### src/mhpq_ram.sv
// Generic single-port-write, single-port-read RAM with registered read data.
// Stand-alone; sized by its parameters.
`timescale 1ns / 1ps

module mhpq_ram #(
  parameter int unsigned Width = 64,
  parameter int unsigned Depth = 2
) (
  input  logic                     clk_i,
  input  logic                     we_i,
  input  logic [$clog2(Depth)-1:0] waddr_i,
  input  logic [Width-1:0]         wdata_i,
  input  logic                     re_i,
  input  logic [$clog2(Depth)-1:0] raddr_i,
  output logic [Width-1:0]         rdata_o
);

  logic [Width-1:0] mem [Depth];
  logic [Width-1:0] rdata_q;

  always_ff @(posedge clk_i) begin
    if (we_i) begin
      mem[waddr_i] <= wdata_i;
    end
    if (re_i) begin
      rdata_q <= mem[raddr_i];
    end
  end

  assign rdata_o = rdata_q;

endmodule

### config.mk
export PLATFORM = sky130hd
export DESIGN_NAME = mhpq_ram
export DESIGN_NICKNAME = d
export VERILOG_FILES = /design/src/mhpq_ram.sv
export SDC_FILE = /design/constraint.sdc
export NUM_CORES = 1
export LEC_CHECK = 0
export BUFFER_PORTS_ARGS = -buffer_cell sky130_fd_sc_hd__buf_2
export CORE_MARGIN = 1
export CORE_UTILIZATION = 49
export CTS_CLUSTER_SIZE = 40
export DETAILED_ROUTE_END_ITERATION = 10
export PLACE_DENSITY = 0.75
export SETUP_SLACK_MARGIN = 0.15
export SYNTH_ARGS = -nofsm -noshare
export SYNTH_HDL_FRONTEND = slang
export SYNTH_SLANG_ARGS = --single-unit
### constraint.sdc
create_clock -name clk_i -period 4.4 [get_ports clk_i]
set_input_delay 0.88 -clock clk_i [delete_from_list [all_inputs] [get_ports clk_i]]
set_output_delay 0.88 -clock clk_i [all_outputs]
set_load 0.05 [all_outputs]
==> results of run 1 <==
-- power groups by stage --
stage	combinational [mW]	clock [mW]	sequential [mW]
2_1_floorplan	0.126	0	2.39
3_3_place_gp	0.375	0	2.23
3_5_place_dp	0.383	0	2.24
4_1_cts	0.383	1.44	2.20
5_1_grt	0.397	1.51	2.20
6_report	0.378	1.41	2.19
-- critical path, stage by stage --
cell    delay, ns
buf_4        0.76
buf_4        0.38
mux2_4       0.32
-- registers in the layout (all words and copies together), names as in the netlist --
register / count
rdata_o: 64
mem: 128
-- final cells by class --
cell class,count,area [um2],area share [%]
clock buffer,18,429.2,5.246
clock inverter,14,116.4,1.422
multi-input combinational,66,968.4,11.84
sequential,192,5766,70.48
tap,176,220.2,2.692
timing repair buffer,134,680.7,8.321
-- cells in the mapped netlist --
| library cell | n |
|---|---|
| buf_6 | 1 |
| edfxtp_1 | 192 |
| mux2_2 | 4 |
| buf_12 | 6 |
| nor2b_1 | 1 |
| and2_1 | 1 |
| mux2_4 | 60 |
-- final timing paths --
| check | from | to | cells after the start |
|---|---|---|---|
| hold / removal | mem[0][17] | rdata_o[17] | 1 |
| setup reg to reg | mem[1][46] | rdata_o[46] | 1 |
| setup / recovery | raddr_i | rdata_o[58] | 3 |
| hold reg to reg | mem[0][17] | rdata_o[17] | 1 |
-- per-layer routing --
metal  vias up  GRT usage (%)
met5         -              0
met4         0          8.025
met3        19          5.094
met2        84          25.47
met1      1427          15.23
li1       1360              -
-- kinds of logic after synthesis --
group | synth area share [%]
DFF | 84.10
muxes | 13.80
buffers and inverters | 1.916
and+or+nand+nor | 0.1826
==> impl_metrics.env, run 1 <==
export IMPL_status="completed"
export IMPL_cts_buffers=17
export IMPL_post_cts_resized=0
export IMPL_post_drt_wl_per_cell_um=16.61
export IMPL_start_kind="input pin"
export IMPL_drive_gt1_share_pct=54.48
export IMPL_end_kind="flip-flop"
export IMPL_num_antenna_cells=0
export IMPL_path_max_fanout=55
export IMPL_final_util_pct=60.81
export IMPL_setup_viol=0
export IMPL_areaGrowthSynthToFinish_pct=19.33
export IMPL_highest_layer="met4"
export IMPL_grtUsageTotal_pct=14.55
export IMPL_yosysTopAreaCell="edfxtp_1"
export IMPL_combPwrFrac_pct=9.5
export IMPL_dp_hpwl_um=5985
export IMPL_dp_slack_ns=1.766
export IMPL_power_frac_clock_pct=35.4
export IMPL_globalRoute_totalOverflow=0
export IMPL_synthDistinctLibCells=7
export IMPL_die_h_um=120.3
export IMPL_p_leak_nw=3.141
export IMPL_grt_pass1_wl_um=14900
export IMPL_core_area_um2=13450
export IMPL_final_common_cell="edfxtp_1"
export IMPL_start_util_pct=50.96
export IMPL_rows=42
export IMPL_syn_nets=334
export IMPL_yosysWarnings=0
export IMPL_reg2reg_slack_ns=3.50
export IMPL_swShare_pct=22.90
export IMPL_grt_max_degree=65
export IMPL_port_buffers=132
export IMPL_finalPower_mw=3.980
export IMPL_synthTopCellsByArea="edfxtp_1, mux2_4, buf_12"
export IMPL_power_switching_mw=0.9112
export IMPL_routed_wl_um=9965
export IMPL_drv_slew=0
export IMPL_worstPathRequired_ns=4.57
export IMPL_path_clk_slew_ns=0.07
export IMPL_cts_setup_buffers=0
export IMPL_relSlewSlack_pct=32.87
export IMPL_finClkSkew_ns=0.005885
export IMPL_antenna_found_initial=0
export IMPL_num_io_pins=133
export IMPL_fill_cells=976
export IMPL_tns_ns=0
export IMPL_clk_latency_ns=0.42
export IMPL_worst_slack_ns=2.216
export IMPL_wl_met1_um=3787
export IMPL_dr_pass1_iters=4
export IMPL_cts_htree_levels=4
export IMPL_drt_iter0_drc=129
export IMPL_postCtsHoldBufs=0
export IMPL_clockBufferDepth=2
export IMPL_tritoncts="built"
export IMPL_wl_met2_um=5355
export IMPL_dpl_instance_area_um2=7635
export IMPL_syn_avg_cell_area_um2=25.87
export IMPL_vias=2890
export IMPL_seq_power_share_pct=55.1
export IMPL_die_w_um=120.3
export IMPL_crit_type="input pin to flip-flop"
export IMPL_hold_path_class="flip-flop to flip-flop"
export IMPL_period_minus_slack_ns=2.184
export IMPL_design_area_um2=8180
export IMPL_worstPathArrival_ns=2.36
export IMPL_clock_sinks=192
export IMPL_root_buffer="clkbuf_16"
export IMPL_dp_cells=568
export IMPL_hold_violations=0
export IMPL_nets=480
export IMPL_rsz0062_at_grt="false"
export IMPL_postRouteAntennaNets=0
export IMPL_peakVddDrop_mv=0.2927
export IMPL_dieArea_um2=14470
export IMPL_layout_cells_non_filler=600
export IMPL_finalCritPeriodShare_pct=49.65
export IMPL_ys_seq_area_share_pct=84.10
export IMPL_gp_congestion=0.6468
export IMPL_synthCells=265
export IMPL_power_density_nw_per_um2=486.5
export IMPL_wl_met3_um=610
export IMPL_drc=0
export IMPL_p_int_mw=3.068
export IMPL_timing_max_cap_violations=0
export IMPL_ys_ff_latch=192
export IMPL_synth_area_um2=6855
export IMPL_viasPerCell=4.817
export IMPL_netlist_area_leader_share_pct=84.10
export IMPL_grt_pass1_vias=2980
export IMPL_fmax_mhz=457.8
export IMPL_timing_hold_ws_ns=0.5447
export IMPL_final_cell_mix="edfxtp_1, buf_2, mux2_4"
export IMPL_worst_pin_slew_ns=1.007
Power figures use the tool's default switching activity.
==> run 2, diff against run 1 <==
- ABC_AREA: not set -> 1
- clock period: 4.4 -> 1.8 ns (I/O delays scaled with it)
==> run 2 against run 1 <==
Against the previous run:
- non-clock buffer count grew 4
- clock power grew to 2.8 times the previous value
- first-iteration DRC count up 92%
- synthesized area decreased by 3.4%
- routed wire length grew 8.3%
- hold slack got worse by 0.42 ns
- sequential cell count unchanged
- combinational power is 130% higher
- critical path type is now flip-flop to output port
- largest power group unchanged
==> impl_metrics.env, run 2 <==
export IMPL_slowest_delay_ns=0.40
export IMPL_yosys_top_cells_count="nand2_1, edfxtp_1, buf_2, clkbuf_8, inv_1"
export IMPL_drv_slew=0
export IMPL_cts_htree_levels=4
export IMPL_ys_seq_area_share_pct=87.03
export IMPL_areaGrowthSynthToFinish_pct=22.83
export IMPL_rsz0062_at_grt="false"
export IMPL_finalCritPeriodShare_pct=78.33
export IMPL_tritoncts="built"
export IMPL_start_util_pct=50.23
export IMPL_p_leak_nw=3.292
export IMPL_hold_path_class="input pin to flip-flop"
export IMPL_fill_cells=987
export IMPL_post_cts_resized=0
export IMPL_postRouteAntennaNets=0
export IMPL_clk_latency_ns=0.42
export IMPL_async_flop_share_pct=0
export IMPL_postCtsHoldBufs=0
export IMPL_root_buffer="clkbuf_16"
export IMPL_core_area_um2=13190
export IMPL_dp_hpwl_um=6509
export IMPL_timing_max_cap_violations=0
export IMPL_end_kind="output port"
export IMPL_dp_cells=703
export IMPL_path_max_fanout=1
export IMPL_cp_slowest_cell="edfxtp_1"
export IMPL_final_cell_mix="nand2_1, edfxtp_1, buf_2"
export IMPL_drc=0
export IMPL_cts_setup_buffers=0
export IMPL_yosysMostFrequentCell="nand2_1"
export IMPL_num_io_pins=133
export IMPL_vias=3466
export IMPL_peakVddDrop_mv=0.7124
export IMPL_rows=42
export IMPL_num_antenna_cells=0
export IMPL_synth_area_um2=6625
export IMPL_worstPathRequired_ns=1.44
export IMPL_drive_gt1_share_pct=30.59
export IMPL_tns_ns=0
export IMPL_cts_buffers=17
export IMPL_regMostFlops="mem"
export IMPL_crit_type="flip-flop to output port"
export IMPL_path_depth=1
export IMPL_synthDistinctLibCells=8
export IMPL_viasPerCell=4.716
export IMPL_syn_nets=471
export IMPL_period_minus_slack_ns=1.410
export IMPL_worstPathCellList="buf_2"
export IMPL_yosysWarnings=0
export IMPL_ys_ff_latch=192
export IMPL_post_drt_wl_per_cell_um=14.68
export IMPL_drt_iter0_drc=248
export IMPL_clock_sinks=192
export IMPL_synth_main_ff_cell="edfxtp_1"
export IMPL_port_buffers=132
export IMPL_nets=615
export IMPL_final_util_pct=61.70
export IMPL_netlist_area_leader_share_pct=87.03
export IMPL_start_kind="flip-flop"
export IMPL_fmax_mhz=709.3
export IMPL_dieArea_um2=13990
export IMPL_worst_pin_slew_ns=1.094
export IMPL_grt_pass1_vias=3474
export IMPL_finClkSkew_ns=0.006369
export IMPL_synthTopCellsByArea="edfxtp_1, nand2_1, clkbuf_8"
export IMPL_clockBufferDepth=2
export IMPL_power_density_nw_per_um2=1247
export IMPL_r2r_cells=2
export IMPL_antenna_found_initial=0
export IMPL_worstPathArrival_ns=1.05
export IMPL_setup_viol=0
export IMPL_grt_pass1_wl_um=17160
export IMPL_yosysTopAreaCell="edfxtp_1"
export IMPL_critPathTopFamily="flip-flops"
export IMPL_relSlewSlack_pct=26.99
export IMPL_design_area_um2=8138
export IMPL_grtUsageTotal_pct=16.74
export IMPL_synth_edf_count=192
export IMPL_layout_cells_non_filler=735
export IMPL_whs_path_depth=1
export IMPL_status="completed"
export IMPL_hold_violations=0
export IMPL_routed_wl_um=10790
export IMPL_die_h_um=118.3
export IMPL_die_w_um=118.3
export IMPL_grt_max_degree=65
export IMPL_dr_pass1_iters=4
export IMPL_synthCells=402
export IMPL_gp_congestion=0.6828
export IMPL_syn_avg_cell_area_um2=16.48
export IMPL_largest_reg_flops=128
export IMPL_crit_buf_inv=1
export IMPL_path_clk_slew_ns=0.07
export IMPL_dpl_instance_area_um2=7511
export IMPL_globalRoute_totalOverflow=0
[run 2: changes by cell type after synthesis]
cell      delta
inv_2        +1
buf_2        +6
buf_4        +1
nor2_1       +1
mux2_4      -60
nand2_1    +193
mux2_2       -4
inv_1        +2
buf_6        -1
clkbuf_8     +6
nor2b_1      -1
buf_12       -6
and2_1       -1
[run 2: through the flow]
step | power, mW | setup WS, ns | hold WS, ns
6_report | 10.15 | 0.3901 | 0.1268
3_5_place_dp | 6.318 | 0.05218 | 0.4972
4_1_cts | 10.24 | 0.3596 | 0.1013
2_1_floorplan | 6.017 | 0.06210 | 0.4589
5_1_grt | 10.49 | 0.3369 | 0.1057
3_3_place_gp | 6.283 | 0.1374 | 0.4879
[run 2: report_power, final]
| part | total (mW) | internal [mW] | switching (mW) |
|---|---|---|---|
| clock | 3.94 | 2.45 | 1.49 |
| combinational | 0.854 | 0.200 | 0.654 |
| sequential | 5.36 | 5.28 | 0.0773 |
[run 2: cell type report]
type | count | area [um2] | area share, %
multi-input cells | 194 | 752.0 | 9.240
clock inverters | 12 | 190.2 | 2.337
clock buffers | 20 | 436.7 | 5.366
repair buffers | 138 | 745.7 | 9.164
flip-flops and latches | 192 | 5766 | 70.85
inverters | 3 | 27.53 | 0.3383
well taps | 176 | 220.2 | 2.706
[run 2: worst paths after layout]
| check | startpoint | end | slack (ns) |
|---|---|---|---|
| worst max-delay path | rdata_o[1] | rdata_o[1] | 0.39 |
| worst min-delay path | wdata_i[31] | mem[1][31] | 0.13 |
| worst max register to register | mem[1][33] | rdata_o[33] | 1.00 |
| worst min register to register | mem[0][6] | rdata_o[6] | 0.51 |
[run 2: metal layers]
layer  share of wire [%]  track usage [%]  up-vias
li1                    -                -     1688
met5                   0                0        -
met1                  42            20.24     1651
met2                  51            27.94      115
met3                 6.0            5.164       12
met4                 1.5            6.971        0
[run 2: logic make-up (layout without fill, tap and decap cells)]
group | Yosys count | after routing | synth area share, %
flip-flops | 192 | 192 | 87.03
AND/OR/NAND/NOR | 194 | 194 | 10.99
buffers and inverters | 16 | 173 | 1.983
[run 2: worst reg2reg max path: cells and delay by family, from the launching register on]
family / cells / cell delay (ns)
flops: 1 / 0.38
simple gates: 2 / 0.17
