### src/mhpq_pkg.sv
// Shared types, sizes and helpers for the min-heap priority queue.
// Used by every module of the block but mhpq_ram; depends on nothing else.
`timescale 1ns / 1ps

package mhpq_pkg;

  localparam int unsigned DEPTH   = 64;
  localparam int unsigned KEY_W   = 32;
  localparam int unsigned ADDR_W  = 32;
  localparam int unsigned COUNT_W = 7;
  // Nodes are numbered from 1, so node DEPTH needs this many bits; it is also
  // the number of heap levels, one cell per level.
  localparam int unsigned NODE_W  = $clog2(DEPTH + 1);
  localparam int unsigned NLEV    = NODE_W;
  localparam int unsigned LVL_W   = $clog2(NLEV);
  localparam int unsigned ENTRY_W = KEY_W + ADDR_W;

  typedef logic [NODE_W-1:0]  node_t;
  typedef logic [LVL_W-1:0]   lvl_t;
  typedef logic [COUNT_W-1:0] count_t;

  typedef enum logic [0:0] {
    OP_INSERT  = 1'b0,
    OP_EXTRACT = 1'b1
  } op_e;

  typedef enum logic [1:0] {
    ST_OK    = 2'd0,
    ST_EMPTY = 2'd1,
    ST_FULL  = 2'd2
  } status_e;

  typedef enum logic [0:0] {
    MODE_INSERT = 1'b0,
    MODE_SIFT   = 1'b1
  } mode_e;

  typedef struct packed {
    op_e               op;
    logic [KEY_W-1:0]  entry_size;
    logic [ADDR_W-1:0] entry_address;
  } req_t;

  typedef struct packed {
    status_e           status;
    logic [KEY_W-1:0]  out_size;
    logic [ADDR_W-1:0] out_address;
    count_t            count;
  } res_t;

  typedef struct packed {
    logic [KEY_W-1:0]  key;
    logic [ADDR_W-1:0] addr;
  } entry_t;

  // Two sibling nodes of one level: even node in lo, odd node in hi.
  typedef struct packed {
    entry_t hi;
    entry_t lo;
  } pair_t;

  // Work token handed from one level cell to the next.
  // Insert: node is the target node, sh the distance from this level to it.
  // Sift: node is the parent whose children this level holds.
  typedef struct packed {
    logic   valid;
    mode_e  mode;
    entry_t ent;
    node_t  node;
    lvl_t   sh;
    logic   placed;
  } tok_t;

  typedef struct packed {
    logic   we;
    node_t  pair;
    logic   par;
    entry_t ent;
  } wr_t;

  typedef struct packed {
    logic  valid;
    node_t node;
  } peek_t;

  typedef struct packed {
    logic   re;
    node_t  raddr;
    logic   we_lo;
    logic   we_hi;
    node_t  waddr;
    entry_t wdata;
  } ramreq_t;

  // Level of a node: index of its leading one.
  function automatic lvl_t msb_index(node_t n);
    lvl_t idx;
    idx = '0;
    for (int i = 0; i < NODE_W; i++) begin
      if (n[i]) begin
        idx = lvl_t'(i);
      end
    end
    return idx;
  endfunction

endpackage

### src/mhpq_cell.sv
// One heap level: reads its sibling pair, compares, writes and hands the token on.
// Depends on mhpq_pkg; drives the two RAM banks of its level.
`timescale 1ns / 1ps

module mhpq_cell (
  input  logic              clk_i,
  input  logic              rst_ni,
  input  mhpq_pkg::tok_t    tok_i,
  input  mhpq_pkg::peek_t   peek_i,
  input  mhpq_pkg::wr_t     up_i,
  input  mhpq_pkg::node_t   lim_i,
  input  mhpq_pkg::pair_t   rd_i,
  output mhpq_pkg::tok_t    tok_o,
  output mhpq_pkg::wr_t     up_o,
  output mhpq_pkg::ramreq_t ram_o,
  output logic              done_o
);
  import mhpq_pkg::*;

  tok_t              tok_q;
  tok_t              out_q, out_d;
  node_t             node_a, node_b, child_n;
  entry_t            cur, child;
  logic [NODE_W:0]   lft, rgt, grand, lim_x;
  logic              take_l, take_r, place;
  logic [KEY_W-1:0]  best_key;
  wr_t               own, wr;

  always_comb begin
    // first step: fetch the pair this token needs
    node_a = tok_i.node >> tok_i.sh;
    ram_o  = '0;
    ram_o.re = tok_i.valid || peek_i.valid;
    if (tok_i.valid) begin
      ram_o.raddr = (tok_i.mode == MODE_INSERT) ? (node_a >> 1) : tok_i.node;
    end else begin
      ram_o.raddr = peek_i.node >> 1;
    end

    // second step: decide with the pair in hand
    node_b   = tok_q.node >> tok_q.sh;
    cur      = node_b[0] ? rd_i.hi : rd_i.lo;
    lft      = {tok_q.node, 1'b0};
    rgt      = {tok_q.node, 1'b1};
    lim_x    = {1'b0, lim_i};
    take_l   = (lft <= lim_x) && (rd_i.lo.key < tok_q.ent.key);
    best_key = take_l ? rd_i.lo.key : tok_q.ent.key;
    take_r   = (rgt <= lim_x) && (rd_i.hi.key < best_key);
    child    = take_r ? rd_i.hi : rd_i.lo;
    child_n  = take_r ? rgt[NODE_W-1:0] : lft[NODE_W-1:0];
    grand    = {child_n, 1'b0};
    place    = tok_q.placed || (tok_q.ent.key < cur.key);

    own    = '0;
    up_o   = '0;
    out_d  = '0;
    done_o = 1'b0;
    if (tok_q.valid) begin
      case (tok_q.mode)
        MODE_INSERT: begin
          own.pair = node_b >> 1;
          own.par  = node_b[0];
          own.ent  = tok_q.ent;
          if (tok_q.sh == '0) begin
            own.we = 1'b1;
            done_o = 1'b1;
          end else begin
            // once placed, push every node below down the path
            own.we       = place;
            out_d        = tok_q;
            out_d.ent    = place ? cur : tok_q.ent;
            out_d.placed = place;
            out_d.sh     = tok_q.sh - lvl_t'(1);
          end
        end
        MODE_SIFT: begin
          up_o.we   = 1'b1;
          up_o.pair = tok_q.node >> 1;
          up_o.par  = tok_q.node[0];
          if (take_l || take_r) begin
            up_o.ent = child;
            if (grand <= lim_x) begin
              out_d      = tok_q;
              out_d.node = child_n;
            end else begin
              // child is a leaf: drop the moving entry there
              own.we   = 1'b1;
              own.pair = child_n >> 1;
              own.par  = child_n[0];
              own.ent  = tok_q.ent;
              done_o   = 1'b1;
            end
          end else begin
            up_o.ent = tok_q.ent;
            done_o   = 1'b1;
          end
        end
        default: begin
          done_o = 1'b0;
        end
      endcase
    end

    wr          = own.we ? own : up_i;
    ram_o.we_lo = wr.we && !wr.par;
    ram_o.we_hi = wr.we && wr.par;
    ram_o.waddr = wr.pair;
    ram_o.wdata = wr.ent;
  end

  always_ff @(posedge clk_i or negedge rst_ni) begin
    if (!rst_ni) begin
      tok_q <= '0;
      out_q <= '0;
    end else begin
      tok_q <= tok_i;
      out_q <= out_d;
    end
  end

  assign tok_o = out_q;

endmodule

### config.mk
export PLATFORM = sky130hd
export DESIGN_NAME = mhpq_cell
export DESIGN_NICKNAME = d
export VERILOG_FILES = /design/src/mhpq_pkg.sv /design/src/mhpq_cell.sv
export SDC_FILE = /design/constraint.sdc
export NUM_CORES = 1
export LEC_CHECK = 0
export ABC_AREA = 1
export BUFFER_PORTS_ARGS = -buffer_cell sky130_fd_sc_hd__buf_2
export CORE_UTILIZATION = 25
export DETAILED_ROUTE_END_ITERATION = 6
export PLACE_DENSITY = 0.46
export SLEW_MARGIN = 10
export SYNTH_ARGS = -nofsm -noshare
export SYNTH_HDL_FRONTEND = slang
export SYNTH_SLANG_ARGS = --single-unit
### constraint.sdc
create_clock -name clk_i -period 6.8 [get_ports clk_i]
set_input_delay 0.68 -clock clk_i [delete_from_list [all_inputs] [get_ports clk_i]]
set_output_delay 0.68 -clock clk_i [all_outputs]
set_load 0.005 [all_outputs]
==> impl_results.md, run 1 <==
- Status: complete, no violations
- Routed metal-1 wirelength: approximately 23,000 um
- DRC viols: 0
- Die Span Y: between 200 and 250 um
- Peak supply drop: 0.1520 mV
- Via-to-Cell Ratio: 4.773
- Minimum clock period: 6.353 ns
- Maximum fanout along the worst path: 35
- Yosys warning count: 0
- Total grt overflow: 0
- HPWL after DPL: about 39,000 um
- FP Rows: 78
- Fraction of the mapped netlist area in adder cells: 0.1166
- Post-route antenna net violation count: 0
- Worst r2r src: tok_q[68]$_DFF_PN0_
- Count of distinct cell types in the synthesized netlist: 44
- Setup violators final: 0
- Post-route clock period utilization: 0.9342
- Syn_nets: 2,062
- CTS H-Tree Depth: 4
- Area growth syn-to-layout: 34.96%
- Met2 Routed Length: 25,460 um
- Synth Area in XOR/XNOR: 0
- Global-route wire length before repair: 76,180 um
- First-pass detailed-route iteration total: 5
- LEAKAGE: between 8 and 9 nW
- Compound-cell area share of the yosys netlist: 0.2052
- Clock-pin slew of the registers on the worst-case setup and hold paths: 0.06 ns
- Inserted Clock Buffers: 17
- Average routed wire per standard cell: 19.18 um
- Post-Synth Simple-Gate Area: 0.2431
- Top Layer Used: met5
- Count of buffers from port buffering: 524
- Post-synthesis sequential element count: 154
- Final routed wirelength across all metal layers: 52,890 um
- Vias in the first global route: 12,305
- Worst Setup Slack post-DPL: -0.1208 ns
- Delay of the slowest cell on the worst path: 0.40 ns
- Filler Cell Count: 4,902
- CTS tree: built
- Sequential cell area fraction in the yosys report: 0.3325
- Fin Clk Skew: 0.01458 ns
- CTS Sinks: 154
- Final weighted congestion in routability-driven placement: 0.8717
- Overall power of the completed layout: ~0.003 W
- Slew @ Worst Pin: approximately 1 ns
- Unrepaired setup endpoints after global routing: yes
- Share of cell area taken by muxes after synthesis: 0.001727
- Timing-limited maximum frequency: 157.4 MHz
- Core outline area: 45,580 um2
- Power density over cell area: roughly 200 nW/um2
- Crit end category: output pin
- Crit path buffers/inverters: 5
- Type of origin of the critical path: flop
- Combined area of all synthesized cells: ~12,000 um2
- Insertion delay to the later sink of the worst-skew pair: 0.49 ns
- IO Count: 527
- Commonest non-fill, non-tap cells in the layout: 523 x sky130_fd_sc_hd__buf_2, 413 x sky130_fd_sc_hd__nand2_1, 173 x sky130_fd_sc_hd__o21ai_0
- Maxcap violations: 0
- Detailed-routed wire length on met3: 2899 um
- Total number of vias: 13,164
- Worst Setup SP: tok_q[68]$_DFF_PN0_
- Cell type group with the largest total delay on the critical path: simple AND/OR/NAND/NOR gates
- Data arrival, critical path: 5.67 ns
- DRT iter0 DRCs: 1,006
- Path type of the worst setup path: flop to output pin
- Effective utilization at floorplan: 0.2543
- Cell at the slowest stage of the critical path: sky130_fd_sc_hd__dfrtp_1
- Worst path setup slack after routing: 0.4472 ns
- Total routing resource utilization after global routing: 0.2181
- Critical path required time: a little over 6 ns
- Number of pins exceeding their max-slew limit in the final report: 0
- Count of mapped cells out of synthesis: about 1,700
- Number of buffers between clock root and the deepest sink: 2
- Most frequent standard cell in the layout excluding fill and tap cells: sky130_fd_sc_hd__buf_2
- Master cell of the clock root buffer: sky130_fd_sc_hd__clkbuf_16
- Number of antenna violations at the first check in global routing: 5
- Most frequent CP cell: sky130_fd_sc_hd__nand2_1
- Die boundary width: approximately 220 um
- Largest family of logic cells by synthesized area: simple AND/OR/NAND/NOR gates
- Post-layout net count: between 2,000 and 3,000
- Slew headroom: 0.3286
- Maximum number of pins on one net before global-route repair: ~130
- Post-Synthesis Mean Instance Area: 6.985 um2
- # hold bufs at CTS: 0
- Share of layout cells above drive strength 1: 0.2982
- Final Hold Viols: 0
- Die area: 47,220 um2
- Worst min path class: input pin to asynchronous set/reset pin
-- power breakdown --
group	internal (W)	switching [W]
registers	0.000968	0.0000362
clock network	0.000581	0.000454
logic	0.000387	0.000633
-- per-layer routing --
metal / GRT usage / vias up
li1: - / 6456
met1: 0.2822 / 6211
met2: 0.3583 / 432
met3: 0.05045 / 59
met4: 0.06667 / 6
met5: 0 / -
-- synthesized netlist by cell type, drive strengths merged --
cell type | number | share of area
a211oi | 8 | 0.0052
a21oi | 150 | 0.065
inv | 177 | 0.057
o311ai | 2 | 0.0015
nand2 | 428 | 0.14
nor4b | 1 | 0.00076
nand3 | 116 | 0.051
o221a | 1 | 0.00097
buf | 48 | 0.028
a21o | 3 | 0.0019
a22oi | 2 | 0.0013
clkinv | 1 | 0.00032
mux2i | 2 | 0.0017
nor3 | 4 | 0.0017
o22ai | 4 | 0.0022
o31ai | 5 | 0.0032
o221ai | 1 | 0.00076
a32oi | 1 | 0.00076
ha | 108 | 0.12
nor2 | 121 | 0.039
dfrtp | 154 | 0.33
a21boi | 1 | 0.00097
a31oi | 3 | 0.0016
conb | 1 | 0.00032
nor4 | 2 | 0.0016
o21a | 29 | 0.019
or2 | 5 | 0.0027
o211ai | 11 | 0.0071
clkbuf | 47 | 0.015
nand4 | 8 | 0.0043
o21ai | 212 | 0.092
a2111oi | 3 | 0.0023
-- area by class of cell --
cell class | instances | area [um2] | area share
antenna | 2 | 5.005 | 0.0003200
clock inverter | 12 | 163.9 | 0.01048
tap | 600 | 750.7 | 0.04800
multi-input combinational | 1233 | 6709 | 0.4290
clock buffer | 20 | 436.7 | 0.02792
sequential | 154 | 3855 | 0.2465
inverter | 178 | 668.1 | 0.04272
timing repair buffer | 559 | 3052 | 0.1951
-- logic make-up (layout without fill, tap and decap cells) --
family	Yosys count	after routing
simple gates	685	686
compound gates	436	436
buf+inv	273	769
flops	154	154
fa+ha+maj	108	108
mux	2	2
other cells	1	3
-- path summary, 6_finish.rpt --
| path | slack, ns | depth (start not counted) | endpoint |
|---|---|---|---|
| min reg2reg | 0.56 | 2 | tok_o[21]$_DFF_PN0_ |
| max | 0.45 | 31 | ram_o[16] |
| min in group clk_i | 0.28 | 1 | tok_q[14]$_DFF_PN0_ |
| min | 0.06 | 1 | tok_o[66]$_DFF_PN0_ |
| max in group asynchronous | 5.55 | 2 | tok_q[36]$_DFF_PN0_ |
| max reg2reg | 1.37 | 31 | tok_o[62]$_DFF_PN0_ |
-- stage by stage --
step                      cell area [um2]  instances  utilization  hold slack, ns  TNS, ns
after floorplan                     11590       1659            -          0.3844        0
after global placement              14780       2715       0.3244          0.5315  -0.3979
after detailed placement            14780       2715       0.3244          0.5402   -2.574
after CTS                           15480       2751       0.3396         0.02663        0
after global routing                15640       2758       0.3432         0.03998  -0.1950
final                               15640       2758       0.3432         0.05852        0
-- sequential cells by signal, indices dropped and copies added, names as in the netlist --
signal	cells
tok_o	77
tok_q	70
lft	7
-- timing repair --
action,CTS,global route
buffers inserted,3,3
cloned,1,2
setup endpoints to repair,73,74
resized for setup,7,39
pin swaps,3,8
endpoints found under the hold margin,0,0
No activity file was read; power rests on OpenSTA's default activity.
==> inputs of run 2 (changes only) <==
--- a/config.mk
+++ b/config.mk
@@ -7,9 +7,10 @@
 export LEC_CHECK = 0
 export ABC_AREA = 1
 export BUFFER_PORTS_ARGS = -buffer_cell sky130_fd_sc_hd__buf_2
-export CORE_UTILIZATION = 25
+export CORE_AREA = 2 2 207 209
 export DETAILED_ROUTE_END_ITERATION = 6
-export PLACE_DENSITY = 0.46
+export DIE_AREA = 0 0 209 211
+export PLACE_DENSITY = 0.5
 export SLEW_MARGIN = 10
 export SYNTH_ARGS = -nofsm -noshare
 export SYNTH_HDL_FRONTEND = slang
==> run 2 against run 1 <==
Count of clock-buffer cells in the layout unchanged; combinational power about the same; sequential share of layout area up 0.21 points; die area down 6.6%; fmax down 2.0%; clock power up 4%; final cell count down 2.1%; non-clock buffer count down 4; critical path depth unchanged; cell area down 0.89%.
==> impl_results.md, run 2 (synthesis results as in run 1) <==
- CTS H-Tree Depth: 4
- Average routed wire per standard cell: 19.30 um
- Global-route wire length before repair: approximately 75,000 um
- Type of origin of the critical path: flop
- Number of buffers between clock root and the deepest sink: 2
- Final weighted congestion in routability-driven placement: just over 0.9
- Delay of the slowest cell on the worst path: 0.46 ns
- LEAKAGE: around 8.7 nW
- DRT iter0 DRCs: between 900 and 1,000
- Reg2reg end: tok_o[48]$_DFF_PN0_
- Core outline area: 41,760 um2
- HPWL after DPL: 38,570 um
- Data arrival, critical path: 5.80 ns
- Worst min path class: input pin to asynchronous set/reset pin
- Die boundary width: 209 um
- Inserted Clock Buffers: 17
- Most frequent CP cell: sky130_fd_sc_hd__nand2_1
- # hold bufs at CTS: 0
- CTS tree: built
- Minimum clock period: 6.480 ns
- Total grt overflow: 0
- FP Rows: 75
- Total routing resource utilization after global routing: 0.2259
- Share of layout cells above drive strength 1: 0.2918
- Final Hold Viols: 0
- Overall power of the completed layout: 0.003083 W
- CTS Sinks: 154
- Final routed wirelength across all metal layers: 52,090 um
- Worst r2r src: tok_q[1]$_DFF_PN0_
- Slack of the worst reg-to-reg path: 1.25 ns
- Effective utilization at floorplan: 0.2775
- Critical path capture point: ram_o[61]
- Total number of vias: 13,126
- Power density over cell area: 198.9 nW/um2
- First-pass detailed-route iteration total: 5
- Count of buffers from port buffering: 524
- Path type of the worst setup path: flop to output pin
- Maxcap violations: 0
- Slew headroom: 0.2023
- Unrepaired setup endpoints after global routing: yes
- Die area: 44,100 um2
- Die Span Y: 211 um
- Slew @ Worst Pin: around 1.2 ns
- Fin Clk Skew: 0.01626 ns
- Via-to-Cell Ratio: a little under 5
- Cell area after layout: between 15,000 and 20,000 um2
- Number of antenna violations at the first check in global routing: 10
- Area growth syn-to-layout: 33.76%
- Largest register FFs: 77
- Timing-limited maximum frequency: approximately 150 MHz
- Worst-case reg-to-reg path depth: 20
- Cell at the slowest stage of the critical path: sky130_fd_sc_hd__dfrtp_1
- Peak supply drop: about 0.13 mV
- IO Count: 527
- Critical path required time: 6.12 ns
- Area after detailed placement: 14,690 um2
- Number of pins exceeding their max-slew limit in the final report: 0
- Crit end category: output pin
- Maximum number of pins on one net before global-route repair: 129
- Most frequent standard cell in the layout excluding fill and tap cells: sky130_fd_sc_hd__buf_2
- Worst Setup SP: lft[5]$_DFF_PN0_
- Maximum fanout along the worst path: 28
- Setup violators final: 0
- Insertion delay to the later sink of the worst-skew pair: 0.46 ns
- Clock-pin slew of the registers on the worst-case setup and hold paths: 0.06 ns
- Commonest non-fill, non-tap cells in the layout: 523 x sky130_fd_sc_hd__buf_2, 414 x sky130_fd_sc_hd__nand2_1, 172 x sky130_fd_sc_hd__inv_1
- Post-route clock period utilization: 0.9530
- Status: complete, no violations
- Master cell of the clock root buffer: sky130_fd_sc_hd__clkbuf_16
- Post-route antenna net violation count: 0
- Post-layout net count: between 2,000 and 3,000
- Vias in the first global route: approximately 13,000
- DRC viols: 0
-- run 2: worst max-delay path, delay by kind of cell (launching register included) --
kind | cells | cell delay [ns]
compound gates | 10 | 1.75
fa+ha+maj | 3 | 0.82
buf+inv | 5 | 0.77
flops | 1 | 0.46
simple gates | 13 | 1.50
-- run 2: routing by layer --
metal | wire, um | GRT usage | up-vias
li1 | - | - | 6456
met3 | 3006 | 0.04312 | 64
met4 | 1111 | 0.07365 | 4
met1 | 22910 | 0.2960 | 6129
met2 | 25040 | 0.3749 | 473
met5 | 23 | 0 | -
-- run 2: worst min-delay path by stage --
stage                         from             endpoint  slack (ns)  cells after the start
6_report                    rst_ni  tok_q[66]$_DFF_PN0_        0.29                      1
5_1_grt                  tok_i[59]  tok_q[59]$_DFF_PN0_        0.29                      1
4_1_cts                  tok_i[57]  tok_q[57]$_DFF_PN0_        0.28                      1
3_5_place_dp   tok_q[17]$_DFF_PN0_  tok_o[17]$_DFF_PN0_        0.53                      2
3_3_place_gp   tok_q[38]$_DFF_PN0_  tok_o[38]$_DFF_PN0_        0.53                      2
2_1_floorplan               rst_ni     lft[1]$_DFF_PN0_        0.38                      0
-- run 2: per-stage QoR --
step / utilization / cells / hold WS (ns) / setup slack, ns / setup TNS, ns
after CTS: 0.3677 / 2686 / 0.2780 / 0.002643 / 0
after floorplan: - / 1659 / 0.3844 / 0.7661 / 0
final: 0.3712 / 2699 / 0.2913 / 0.3199 / 0
after global routing: 0.3711 / 2698 / 0.2857 / -0.008937 / -0.01729
after global placement: 0.3519 / 2654 / 0.5330 / -0.1150 / -0.2940
after detailed placement: 0.3519 / 2654 / 0.5341 / -0.09510 / -0.3118
-- run 2: cell type report --
class	instances	area [um2]
Fill cell	4532	26260
Multi-Input combinational cell	1233	6666
Sequential cell	154	3854
Timing Repair Buffer	555	2975
Tap cell	539	674.4
Inverter	178	668.1
Clock buffer	20	446.7
Clock inverter	12	196.4
Antenna cell	8	20.02
-- run 2: power by group --
part / leakage (nW) / internal, W / switching (W)
clock network: 0.306 / 0.000659 / 0.000417
registers: 1.93 / 0.000969 / 0.0000367
logic: 6.47 / 0.000379 / 0.000623
-- run 2: timing repair --
| item | in CTS | in global routing |
|---|---|---|
| setup endpoints to repair | 73 | 73 |
| gates resized for setup | 5 | 30 |
| cloned | 0 | 3 |
| pin swaps | 0 | 6 |
| setup buffers | 0 | 2 |
==> inputs of run 3 (changes only) <==
--- a/config.mk
+++ b/config.mk
@@ -7,10 +7,12 @@
 export LEC_CHECK = 0
 export ABC_AREA = 1
 export BUFFER_PORTS_ARGS = -buffer_cell sky130_fd_sc_hd__buf_2
-export CORE_AREA = 2 2 207 209
+export CORE_AREA = 2 2 204 206
+export CTS_BUF_LIST = sky130_fd_sc_hd__clkbuf_4 sky130_fd_sc_hd__clkbuf_8
 export DETAILED_ROUTE_END_ITERATION = 6
-export DIE_AREA = 0 0 209 211
-export PLACE_DENSITY = 0.5
+export DIE_AREA = 0 0 206 208
+export GPL_ROUTABILITY_DRIVEN = 0
+export PLACE_DENSITY = 0.51
 export SLEW_MARGIN = 10
 export SYNTH_ARGS = -nofsm -noshare
 export SYNTH_HDL_FRONTEND = slang
==> run 3 against run 2 <==
Clock power is 29% lower; clock skew grew 0.0094 ns; combinational power hardly changed; cell area is 1.2% lower; critical path type unchanged; non-clock buffer count increased by 5; utilization is 0.64 points higher.
==> impl_results.md, run 3 (synthesis results as in run 1) <==
- Cell at the slowest stage of the critical path: sky130_fd_sc_hd__dfrtp_2
- Critical path required time: 6.12 ns
- First-pass detailed-route iteration total: 5
- CTS tree: built
- Final routed wirelength across all metal layers: 50,230 um
- IO Count: roughly 530
- Delay of the slowest cell on the worst path: about 0.46 ns
- Most frequent standard cell in the layout excluding fill and tap cells: sky130_fd_sc_hd__buf_2
- Worst Setup SP: lft[5]$_DFF_PN0_
- FP Rows: 74
- Minimum clock period: 6.422 ns
- Crit end category: output pin
- Hold Worst Slack: 0.2444 ns
- Status: complete, no violations
- Total grt overflow: 0
- Insertion delay to the later sink of the worst-skew pair: 0.53 ns
- Overall power of the completed layout: 0.002771 W
- Number of buffers between clock root and the deepest sink: 2
- Path type of the worst setup path: flop to output pin
- Most frequent CP cell: sky130_fd_sc_hd__nand2_1
- Maximum number of pins on one net before global-route repair: 94
- Commonest non-fill, non-tap cells in the layout: 523 x sky130_fd_sc_hd__buf_2, 415 x sky130_fd_sc_hd__nand2_1, 172 x sky130_fd_sc_hd__o21ai_0
- Power density over cell area: 180.9 nW/um2
- Post-layout net count: 2,546
- Setup violators final: 0
- Fin Clk Skew: 0.02568 ns
- CTS H-Tree Depth: 4
- Total number of vias: 13,106
- Clock-pin slew of the registers on the worst-case setup and hold paths: 0.09 ns
- CTS Sinks: about 150
- Via-to-Cell Ratio: roughly 5
- Timing-limited maximum frequency: 155.7 MHz
- Maxcap violations: 0
- Average routed wire per standard cell: about 19 um
- Final Hold Viols: 0
- Effective utilization at floorplan: 0.2858
- Peak supply drop: 0.1038 mV
- Worst r2r src: lft[5]$_DFF_PN0_
- Total routing resource utilization after global routing: 0.2281
- Post-route clock period utilization: 0.9444
- Number of pins exceeding their max-slew limit in the final report: 0
- DRC viols: 0
- Global-route wire length before repair: between 70,000 and 80,000 um
- DRT iter0 DRCs: 928
- Die area: 42,850 um2
- # hold bufs at CTS: 0
- Filler Cell Count: about 4,400
- Post-route antenna net violation count: 0
- LEAKAGE: 8.635 nW
- Combined area of the multi-input logic cells: 6664 um2
- Maximum fanout along the worst path: 32
- Data arrival, critical path: 5.74 ns
- Share of layout cells above drive strength 1: 0.2941
- Area growth syn-to-layout: 32.15%
- Count of buffers from port buffering: 524
- Slew @ Worst Pin: around 1.2 ns
- Largest register FFs: 77
- Number of antenna violations at the first check in global routing: 14
- Type of origin of the critical path: flop
- Die Span Y: 208 um
- HPWL after DPL: roughly 38,000 um
- Master cell of the clock root buffer: sky130_fd_sc_hd__clkbuf_8
- Vias in the first global route: approximately 12,000
- Slew headroom: 0.1790
- Inserted Clock Buffers: 17
- Core outline area: just over 40,000 um2
- Area occupied by registers: just under 4000 um2
- Worst min path class: input pin to asynchronous set/reset pin
- Die boundary width: 206 um
## run 3: cell types whose count changed in the layout (fill, tap and decap cells not counted), sizes merged
cell,before,now
buf,553,559
clkinv,4,7
clkinvlp,3,2
bufinv,5,3
clkbuf,22,21
diode,8,11
nand2,429,428
## run 3: metal layers
| metal | GRT usage | wire, um | vias up |
|---|---|---|---|
| met5 | 0 | 25 | - |
| met4 | 0.07365 | 954 | 4 |
| met3 | 0.03712 | 2912 | 52 |
| met1 | 0.2981 | 21660 | 6154 |
| li1 | - | - | 6459 |
| met2 | 0.3814 | 24670 | 437 |
## run 3: final timing paths
path	endpoint	slack, ns	depth (start not counted)
hold reg to reg	tok_o[21]$_DFF_PN0_	0.56	2
hold / removal	tok_q[66]$_DFF_PN0_	0.24	1
setup / recovery	ram_o[30]	0.38	30
min in group clk_i	tok_q[58]$_DFF_PN0_	0.25	1
setup reg to reg	tok_o[13]$_DFF_PN0_	1.43	28
max in group asynchronous	lft[5]$_DFF_PN0_	5.18	2
## run 3: what timing repair did
action / 4_1_cts / 5_1_grt
gates resized for setup: 5 / 28
buffers inserted: 2 / 5
pin swaps: 1 / 8
setup endpoints to repair: 73 / 116
cloned: 1 / 1
## run 3: power by group
part	internal (W)	leakage, nW	switching, W
sequential	0.000967	1.93	0.0000341
clock	0.000383	0.212	0.000389
combinational	0.000380	6.49	0.000617
## run 3: per-stage QoR
| stage | area (um2) | util | setup TNS (ns) | std cells | setup slack [ns] |
|---|---|---|---|---|---|
| after floorplan | 11590 | - | 0 | 1659 | 0.7661 |
| after global placement | 14660 | 0.3615 | -0.03838 | 2647 | -0.03764 |
| after detailed placement | 14660 | 0.3615 | -0.9379 | 2647 | -0.09527 |
| after CTS | 15150 | 0.3736 | 0 | 2682 | 0.03518 |
| after global routing | 15310 | 0.3776 | -0.2132 | 2699 | -0.04741 |
| final | 15310 | 0.3776 | 0 | 2699 | 0.3781 |
## run 3: critical path, delay by kind of cell, from the launching register on
kind / cells / cell delay [ns]
AO/OA/AOI/OAI: 10 / 1.90
adder cells (fa/ha/maj): 3 / 0.86
buffers and inverters: 6 / 0.87
flip-flops: 1 / 0.46
AND/OR/NAND/NOR: 11 / 1.08
## run 3: layout make-up
class | count | area share
diodes | 11 | 0.001797
clock buffers | 20 | 0.01757
clock inverters | 12 | 0.009641
inverters | 178 | 0.04363
well taps | 532 | 0.04346
flip-flops and latches | 154 | 0.2517
multi-input cells | 1232 | 0.4351
repair buffers | 560 | 0.1971
